--- config.mk ---
export PLATFORM = sky130hd
export DESIGN_NAME = mfsgd_ctrl
export DESIGN_NICKNAME = d
export VERILOG_FILES = /design/src/design/mfsgd_pkg.sv /design/src/design/mfsgd_ctrl.sv
export SDC_FILE = /design/constraint.sdc
export NUM_CORES = 1
export LEC_CHECK = 0
export BUFFER_PORTS_ARGS = -buffer_cell sky130_fd_sc_hd__buf_4
export CELL_PAD_IN_SITES_DETAIL_PLACEMENT = 0
export CELL_PAD_IN_SITES_GLOBAL_PLACEMENT = 1
export CORE_MARGIN = 2
export CORE_UTILIZATION = 39
export DETAILED_ROUTE_END_ITERATION = 16
export GPL_ROUTABILITY_DRIVEN = 0
export PLACE_DENSITY_LB_ADDON = 0.1
export SYNTH_ARGS = -nofsm -noshare
export SYNTH_HDL_FRONTEND = slang
export SYNTH_SLANG_ARGS = --single-unit
--- constraint.sdc ---
create_clock -name clk_i -period 2.7 [get_ports clk_i]
set_input_delay 0.135 -clock clk_i [delete_from_list [all_inputs] [get_ports clk_i]]
set_output_delay 0.135 -clock clk_i [all_outputs]
set_load 0.1 [all_outputs]
--- src/design/mfsgd_pkg.sv ---
`default_nettype none
// ----------------------------------------------------------------------------
// mfsgd_pkg
// Shared types and opcodes for the factor table SGD update block.
// ----------------------------------------------------------------------------
package mfsgd_pkg;

  typedef enum logic [2:0] {
    OP_WR_USER = 3'd0,
    OP_WR_ITEM = 3'd1,
    OP_TRAIN   = 3'd2,
    OP_RD_USER = 3'd3,
    OP_RD_ITEM = 3'd4
  } op_e;

  localparam logic [1:0] REG_LEARN_RATE = 2'd0;
  localparam logic [1:0] REG_RIDGE      = 2'd1;
  localparam logic [1:0] REG_DIMS       = 2'd2;

  // datapath phase selects
  typedef enum logic [2:0] {
    DP_IDLE,
    DP_DOT,
    DP_ERR,
    DP_MUL1,
    DP_MUL2,
    DP_MUL3,
    DP_ADD
  } dp_phase_e;

  // controller to datapath
  typedef struct packed {
    logic      load;
    dp_phase_e phase;
    logic      acc_clear;
    logic      wr_user;
    logic      wr_item;
    logic      res_valid;
    logic      res_zero;
  } dp_cmd_t;

endpackage
`default_nettype wire

--- src/design/mfsgd_ctrl.sv ---
`default_nettype none
// ----------------------------------------------------------------------------
// mfsgd_ctrl
// Sequencer for element access and the two train passes.
// ----------------------------------------------------------------------------
module mfsgd_ctrl
  import mfsgd_pkg::*;
#(
  parameter int Users = 1024,
  parameter int Items = 1024,
  parameter int Dim   = 16,
  parameter int DW    = 9,
  parameter int AddrW = 14
) (
  input  wire logic              clk_i,
  input  wire logic              rst_ni,
  input  wire logic              start_i,
  input  wire logic [2:0]        opcode_i,
  input  wire logic [9:0]        user_index_i,
  input  wire logic [9:0]        item_index_i,
  input  wire logic [3:0]        dim_index_i,
  input  wire logic [4:0]        dims_i,
  output logic                   busy_o,
  output dp_cmd_t                cmd_o,
  output logic [AddrW-1:0]       uaddr_o,
  output logic [AddrW-1:0]       iaddr_o,
  output logic                   rd_item_o
);

  typedef enum logic [3:0] {
    S_IDLE, S_READ, S_DOT, S_DOT_LAST, S_ERR, S_UPD_RD, S_MUL1, S_MUL2, S_MUL3,
    S_ADD, S_WB, S_DONE
  } state_e;

  state_e state_q;
  logic [DW-1:0] cnt_q, dcnt_q;
  logic [AddrW-1:0] ubase_q, ibase_q;
  logic [2:0] op_q;
  logic [AddrW-1:0] uaddr_e, iaddr_e;

  logic u_ok, i_ok, d_ok, accept;
  logic [DW-1:0] dsat;
  assign u_ok   = 32'(user_index_i) < 32'(Users);
  assign i_ok   = 32'(item_index_i) < 32'(Items);
  assign d_ok   = 32'(dim_index_i) < 32'(Dim);
  assign dsat   = (32'(dims_i) > 32'(Dim)) ? DW'(Dim) : DW'(dims_i);
  assign accept = start_i && !busy_o;
  assign uaddr_e = AddrW'(32'(user_index_i) * Dim + 32'(dim_index_i));
  assign iaddr_e = AddrW'(32'(item_index_i) * Dim + 32'(dim_index_i));

  assign busy_o    = (state_q != S_IDLE);
  assign rd_item_o = (op_q == 3'(OP_RD_ITEM));

  // addresses: base row plus element count, or the command's element address in idle
  always_comb begin
    uaddr_o = ubase_q + AddrW'(cnt_q);
    iaddr_o = ibase_q + AddrW'(cnt_q);
    if (state_q == S_IDLE) begin
      uaddr_o = uaddr_e;
      iaddr_o = iaddr_e;
    end
  end

  // command decode
  always_comb begin
    cmd_o = '0;
    cmd_o.load = accept;
    cmd_o.phase = DP_IDLE;
    case (state_q)
      S_IDLE: begin
        if (accept) begin
          cmd_o.acc_clear = 1'b1;
          case (opcode_i)
            3'(OP_WR_USER): begin
              cmd_o.wr_user = u_ok && d_ok;
            end
            3'(OP_WR_ITEM): begin
              cmd_o.wr_item = i_ok && d_ok;
            end
            default: ;
          endcase
        end
      end
      S_READ: begin
        cmd_o.res_valid = 1'b1;
        cmd_o.res_zero  = !((op_q == 3'(OP_RD_USER)) || (op_q == 3'(OP_RD_ITEM)))
                          || ubase_q[0] == 1'b1;
      end
      // first row read is in flight, nothing to accumulate yet
      S_DOT:      cmd_o.phase = DP_IDLE;
      S_DOT_LAST: cmd_o.phase = DP_DOT;
      S_ERR:      cmd_o.phase = DP_ERR;
      S_MUL1:     cmd_o.phase = DP_MUL1;
      S_MUL2:     cmd_o.phase = DP_MUL2;
      S_MUL3:     cmd_o.phase = DP_MUL3;
      S_WB: begin
        cmd_o.phase   = DP_ADD;
        cmd_o.wr_user = 1'b1;
        cmd_o.wr_item = 1'b1;
      end
      S_DONE: begin
        cmd_o.phase     = DP_ERR;
        cmd_o.res_valid = 1'b1;
        cmd_o.res_zero  = 1'b0;
      end
      default: ;
    endcase
  end

  // state register
  always_ff @(posedge clk_i or negedge rst_ni) begin
    if (!rst_ni) begin
      state_q <= S_IDLE;
      cnt_q   <= '0;
      dcnt_q  <= '0;
      ubase_q <= '0;
      ibase_q <= '0;
      op_q    <= '0;
    end else begin
      case (state_q)
        S_IDLE: begin
          if (accept) begin
            op_q   <= opcode_i;
            cnt_q  <= '0;
            dcnt_q <= dsat;
            // bit 0 of base marks an invalid access for reads
            ubase_q <= '0;
            ibase_q <= '0;
            if (opcode_i == 3'(OP_TRAIN)) begin
              ubase_q <= AddrW'(32'(user_index_i) * Dim);
              ibase_q <= AddrW'(32'(item_index_i) * Dim);
              if (!(u_ok && i_ok)) begin
                state_q <= S_READ;
                op_q    <= 3'd7;
              end else if (dsat == '0) begin
                state_q <= S_ERR;
              end else begin
                state_q <= S_DOT;
              end
            end else begin
              state_q <= S_READ;
              if (opcode_i == 3'(OP_RD_USER)) ubase_q[0] <= !(u_ok && d_ok);
              if (opcode_i == 3'(OP_RD_ITEM)) ubase_q[0] <= !(i_ok && d_ok);
            end
          end
        end
        S_READ: state_q <= S_IDLE;
        S_DOT: begin
          // read of element cnt lands next cycle
          state_q <= S_DOT_LAST;
          cnt_q   <= cnt_q + 1'b1;
        end
        S_DOT_LAST: begin
          if (cnt_q == dcnt_q) begin
            state_q <= S_ERR;
            cnt_q   <= '0;
          end else begin
            cnt_q <= cnt_q + 1'b1;
          end
        end
        S_ERR:    state_q <= (dcnt_q == '0) ? S_DONE : S_UPD_RD;
        S_UPD_RD: state_q <= S_MUL1;
        S_MUL1:   state_q <= S_MUL2;
        S_MUL2:   state_q <= S_MUL3;
        S_MUL3:   state_q <= S_ADD;
        S_ADD:    state_q <= S_WB;
        S_WB: begin
          if (cnt_q + 1'b1 == dcnt_q) begin
            state_q <= S_DONE;
          end else begin
            cnt_q   <= cnt_q + 1'b1;
            state_q <= S_UPD_RD;
          end
        end
        S_DONE:  state_q <= S_IDLE;
        default: state_q <= S_IDLE;
      endcase
    end
  end

  a_busy_after_accept: assert property (@(posedge clk_i) disable iff (!rst_ni)
    accept |=> busy_o) else $error("busy not raised");
  a_cnt_bound: assert property (@(posedge clk_i) disable iff (!rst_ni)
    (state_q == S_WB) |-> (cnt_q < dcnt_q)) else $error("update count overrun");
  a_wb_only_train: assert property (@(posedge clk_i) disable iff (!rst_ni)
    (state_q == S_WB) |-> (op_q == 3'(OP_TRAIN))) else $error("writeback outside train");

endmodule
`default_nettype wire

# Word-level counts from Yosys, hierarchy flattened
# Index checks and enable logic that the tools add are counted.
# op_classes
muxes	23
n_addsub	5
n_eq_ne	20
reduce_logical	14
order_cmp	1
# ops
cell	n
$mux W14	3
$pmux W4 S10	1
$pmux W9 S4	1
$add A14 B4 Y14	2
$add A14 B9 Y14	2
$mux W9	3
$mux W4	5
$eq A9 B9 Y1	2
$logic_not A9 Y1	2
$pmux W3 S6	1
$eq A4 B3 Y1 const B	4
$eq A4 B4 Y1 const B	4
$mux W13	1
$add A9 B1 Y9 const B	1
$eq A4 B2 Y1 const B	2
$pmux W2 S2	2
$reduce_bool A4 Y1	2
$eq A3 B2 Y1 const B	2
$mux W3	2
$ne A2 B2 Y1 const B	3
$gt A5 B5 Y1 const B	1
$mux W5	1
$eq A4 B1 Y1 const B	1
$logic_not A4 Y1	1
10 further kinds	14
# word_totals
reg_bits	52
out_inout_bits	39
wordCells	69
input_bits	35

# Depth between registers and ports, before layout
# logic_depth
depth_word	7
mapped_depth	8

# Worst setup path before layout
# No wires, ideal clock.
# synth_path
path_kind	register to output
from	register op_q[1]
to	output cmd_o[0] in the netlist's numbering
path_buffers	0
path_slack_ns	-1.557
path_stages_with_launch	3
arrival_ns	4.122
cell_sequence	dfrtp_1 > nor3b_1 > nor3_1
# synth_lines
element	line_no	text
from (decl)	mfsgd_ctrl.sv:38	logic [2:0] op_q;
from (signal assigned)	mfsgd_ctrl.sv:123	op_q <= opcode_i;
to (decl)	mfsgd_ctrl.sv:24	output dp_cmd_t cmd_o,

# Worst setup path after layout
# layout_path
from	register cnt_q[4]
to	output iaddr_o[12]
# layout_between
elab_chain_len	2
# layout_lines
element	line_no	text
from (decl)	mfsgd_ctrl.sv:36	logic [DW-1:0] cnt_q, dcnt_q;
from (signal assigned)	mfsgd_ctrl.sv:151	cnt_q <= cnt_q + 1'b1;
from (signal assigned)	mfsgd_ctrl.sv:158	cnt_q <= cnt_q + 1'b1;
from (signal assigned)	mfsgd_ctrl.sv:171	cnt_q <= cnt_q + 1'b1;
$add A14 B9 Y14	mfsgd_ctrl.sv:57	iaddr_o = ibase_q + AddrW'(cnt_q);
$mux W14	mfsgd_ctrl.sv:58	if (state_q == S_IDLE) begin
to (decl)	mfsgd_ctrl.sv:26	output logic [AddrW-1:0] iaddr_o,
# No other way between the ends.

==> flow_summary.toml <==
[job]
max_cap_viol_count = 0

[clocking]
insertion_delay_ns = 0.29
cts_made_buffers = 5
tritoncts = "yes"
cts_root_buf = "clkbuf_8"
cts_max_level = 2
cts_setup_buffers = 0
clockBufferDepth = 2
cts.sinks = 41
clk_pin_slew_ns = 0.08

[synthesis]
ys_ff_latch = 41
synth_area_mm2 = 0.00309
async_flop_share = 1.00
synthFlopType = "dfrtp_1"
avgSynthCellArea_um2 = 7.82
yosysWarnings = 0
syn-num-nets = 443
synth-edff-count = 0
synth_cell_type_count = 52
synth_cells = 395
yosysSeqAreaShare = 0.332

[floorplanning]
dieArea_mm2 = 0.00865
die_w_um = 93.0
die_y_um = 93.0
rows = 32
pin_count = 74
start_util = 0.402
core_area_mm2 = 0.00769

[detailed_routing]
drt_iter0_drc = 122
drc = 0
finalWirelength_um = 8100
via_per_inst = 5.28
drt_first_pass_iters = 4
routedWlPerCell_um = 14.4
vias = 2969
drtAntennaViolNets = 0

[timing]
slew_violations = 0
timing_worst_slew_pin_value_ns = 0.555
finClkSkew_ns = 0.00441
relSlewSlack = 0.626
period_share = 0.959
setup_viol = 0
finalCriticalPeriod_ns = 2.59
hold_viol_final = 0
fmax_mhz = 386
holdWs_ns = 0.0829
rsz0062_at_grt = "true"

[critical_path]
critPathSlowestCell = "dfrtp_1"
cpPeakStageDelay_ns = 0.41
cpLargestDelayFamily = "compound AO/OA/AOI/OAI gates"
crit_type = "flip-flop to output port"
path_cells = "ha_1, fa_2, a21o_1, a21oi_2, nor2b_1, o2111ai_2, xor2_2, o21ai_4, buf_12"
cp_max_fo = 3
crit_arrival_ns = 2.45
path_buf_inv = 1
start_kind = "flip-flop"
worst_setup_path_end_kind = "output port"
required_ns = 2.57
r2r_slack_ns = 0.39

[final_layout]
area_growth_pct = 32.0
drive_above_1_share = 0.293
layout_common_cells = "nand2_1 (82), buf_4 (77), dfrtp_1 (40)"
n_antenna_cell = 0
final_common_cell = "nand2_1"
final_nets = 508
fin_cells = 562

[power_and_ir_drop]
power_density_mw_per_mm2 = 270
p_leak_nw = 1.77
ir_drop_mv = 0.150

[grt]
antenna_found_initial = 0
grt_max_degree = 43
grt_pass1_vias = 2754
grt.total_usage = 0.198
grt_overflow = 0
grt_pass1_wl_um = 13800

[placed_design]
port_buffers = 73
dp_hpwl_um = 5960
dpl.cell_count = 554

[outcome]
status = "complete, no violations"

[hold_path]
min_path_type = "input pin to flip-flop"
[report_power, final]
part	switching, mW	leakage (nW)	internal, mW
registers	0	0.521	0.613
logic	0.0343	1.20	0.0381
clock network	0.210	0.0443	0.203
total	0.245	1.77	0.855
[cells in the mapped netlist (all sizes together) (2+ instances only)]
| master | number | area share |
|---|---|---|
| a21o | 8 | 0.019 |
| a21oi | 19 | 0.031 |
| a31oi | 9 | 0.018 |
| a32o | 3 | 0.0097 |
| and3 | 3 | 0.0069 |
| buf | 10 | 0.025 |
| clkbuf | 18 | 0.032 |
| dfrtp | 41 | 0.33 |
| fa | 2 | 0.013 |
| ha | 11 | 0.045 |
| inv | 11 | 0.013 |
| mux2 | 3 | 0.011 |
| nand2 | 83 | 0.10 |
| nand2b | 8 | 0.016 |
| nand3 | 7 | 0.011 |
| nand4 | 6 | 0.014 |
| nor2 | 26 | 0.032 |
| nor2b | 4 | 0.0081 |
| nor3 | 8 | 0.013 |
| nor3b | 4 | 0.0097 |
| nor4 | 4 | 0.010 |
| o2111ai | 2 | 0.0057 |
| o211ai | 6 | 0.015 |
| o21a | 2 | 0.0049 |
| o21ai | 51 | 0.083 |
| o21bai | 2 | 0.0049 |
| o22ai | 2 | 0.0041 |
| or2 | 2 | 0.0041 |
| or3 | 5 | 0.010 |
| xnor2 | 11 | 0.031 |
| xor2 | 11 | 0.031 |
[per-layer routing]
metal,GRT usage,vias to the layer above,part of all wire
li1,-,1517,-
met1,0.295,1371,0.49
met2,0.303,79,0.45
met3,0.0314,2,0.058
met4,0.0490,0,0.0041
met5,0,-,0
[worst paths after layout]
path                            startpoint     endpoint  cells past startpoint
max                               cnt_q[4]  iaddr_o[12]                      9
min                        user_index_i[7]  ubase_q[11]                      3
max reg2reg                       cnt_q[0]     cnt_q[6]                      7
min reg2reg                     ubase_q[8]   ubase_q[8]                      2
max in group asynchronous           rst_ni     cnt_q[5]                      2
min in group asynchronous           rst_ni   state_q[1]                      2
[per-stage QoR]
stage                      util  area (um^2)  power, mW  setup WS [ns]  setup TNS [ns]
after floorplan               -         3280      0.637         -0.434          -0.890
after CTS                 0.521         4000       1.12        0.00287               0
after global placement    0.504         3880      0.698          0.222               0
after global routing      0.530         4080       1.14        -0.0191         -0.0482
final                     0.530         4080       1.10          0.112               0
after detailed placement  0.504         3880      0.699          0.200               0
[worst min-delay path, stage by stage]
cell and delay (ns):
buf_4 0.08, nand3_1 0.05, o21ai_0 0.07
[state kept, by name, summed over array words and instances (netlist names)]
name     flops
ibase_q     10
dcnt_q       5
ubase_q     10
state_q      4
op_q         3
cnt_q        9
[kinds of logic after synthesis]
group	share of synthesized area
adders and majority gates	0.0575
buffers and inverters	0.0713
muxes	0.0109
xor gates and xnor gates	0.0624
AOI/OAI and AO/OA	0.219
DFF	0.332
and+or+nand+nor	0.247
[what timing repair did]
item,4_1_cts,5_1_grt
endpoints found under the setup margin,10,10
pin swaps,3,5
hold endpoints to repair,41,0
hold buffers,1,0
gates resized for setup,9,20
[cell type report]
| type | instances | area [um^2] |
|---|---|---|
| clock buffers | 7 | 86.3 |
| fillers | 769 | 3610 |
| inverters | 12 | 45.0 |
| multi-input cells | 314 | 2080 |
| flip-flops and latches | 41 | 1030 |
| well taps | 102 | 128 |
| repair buffers | 86 | 707 |
Power figures use the tool's default switching activity.
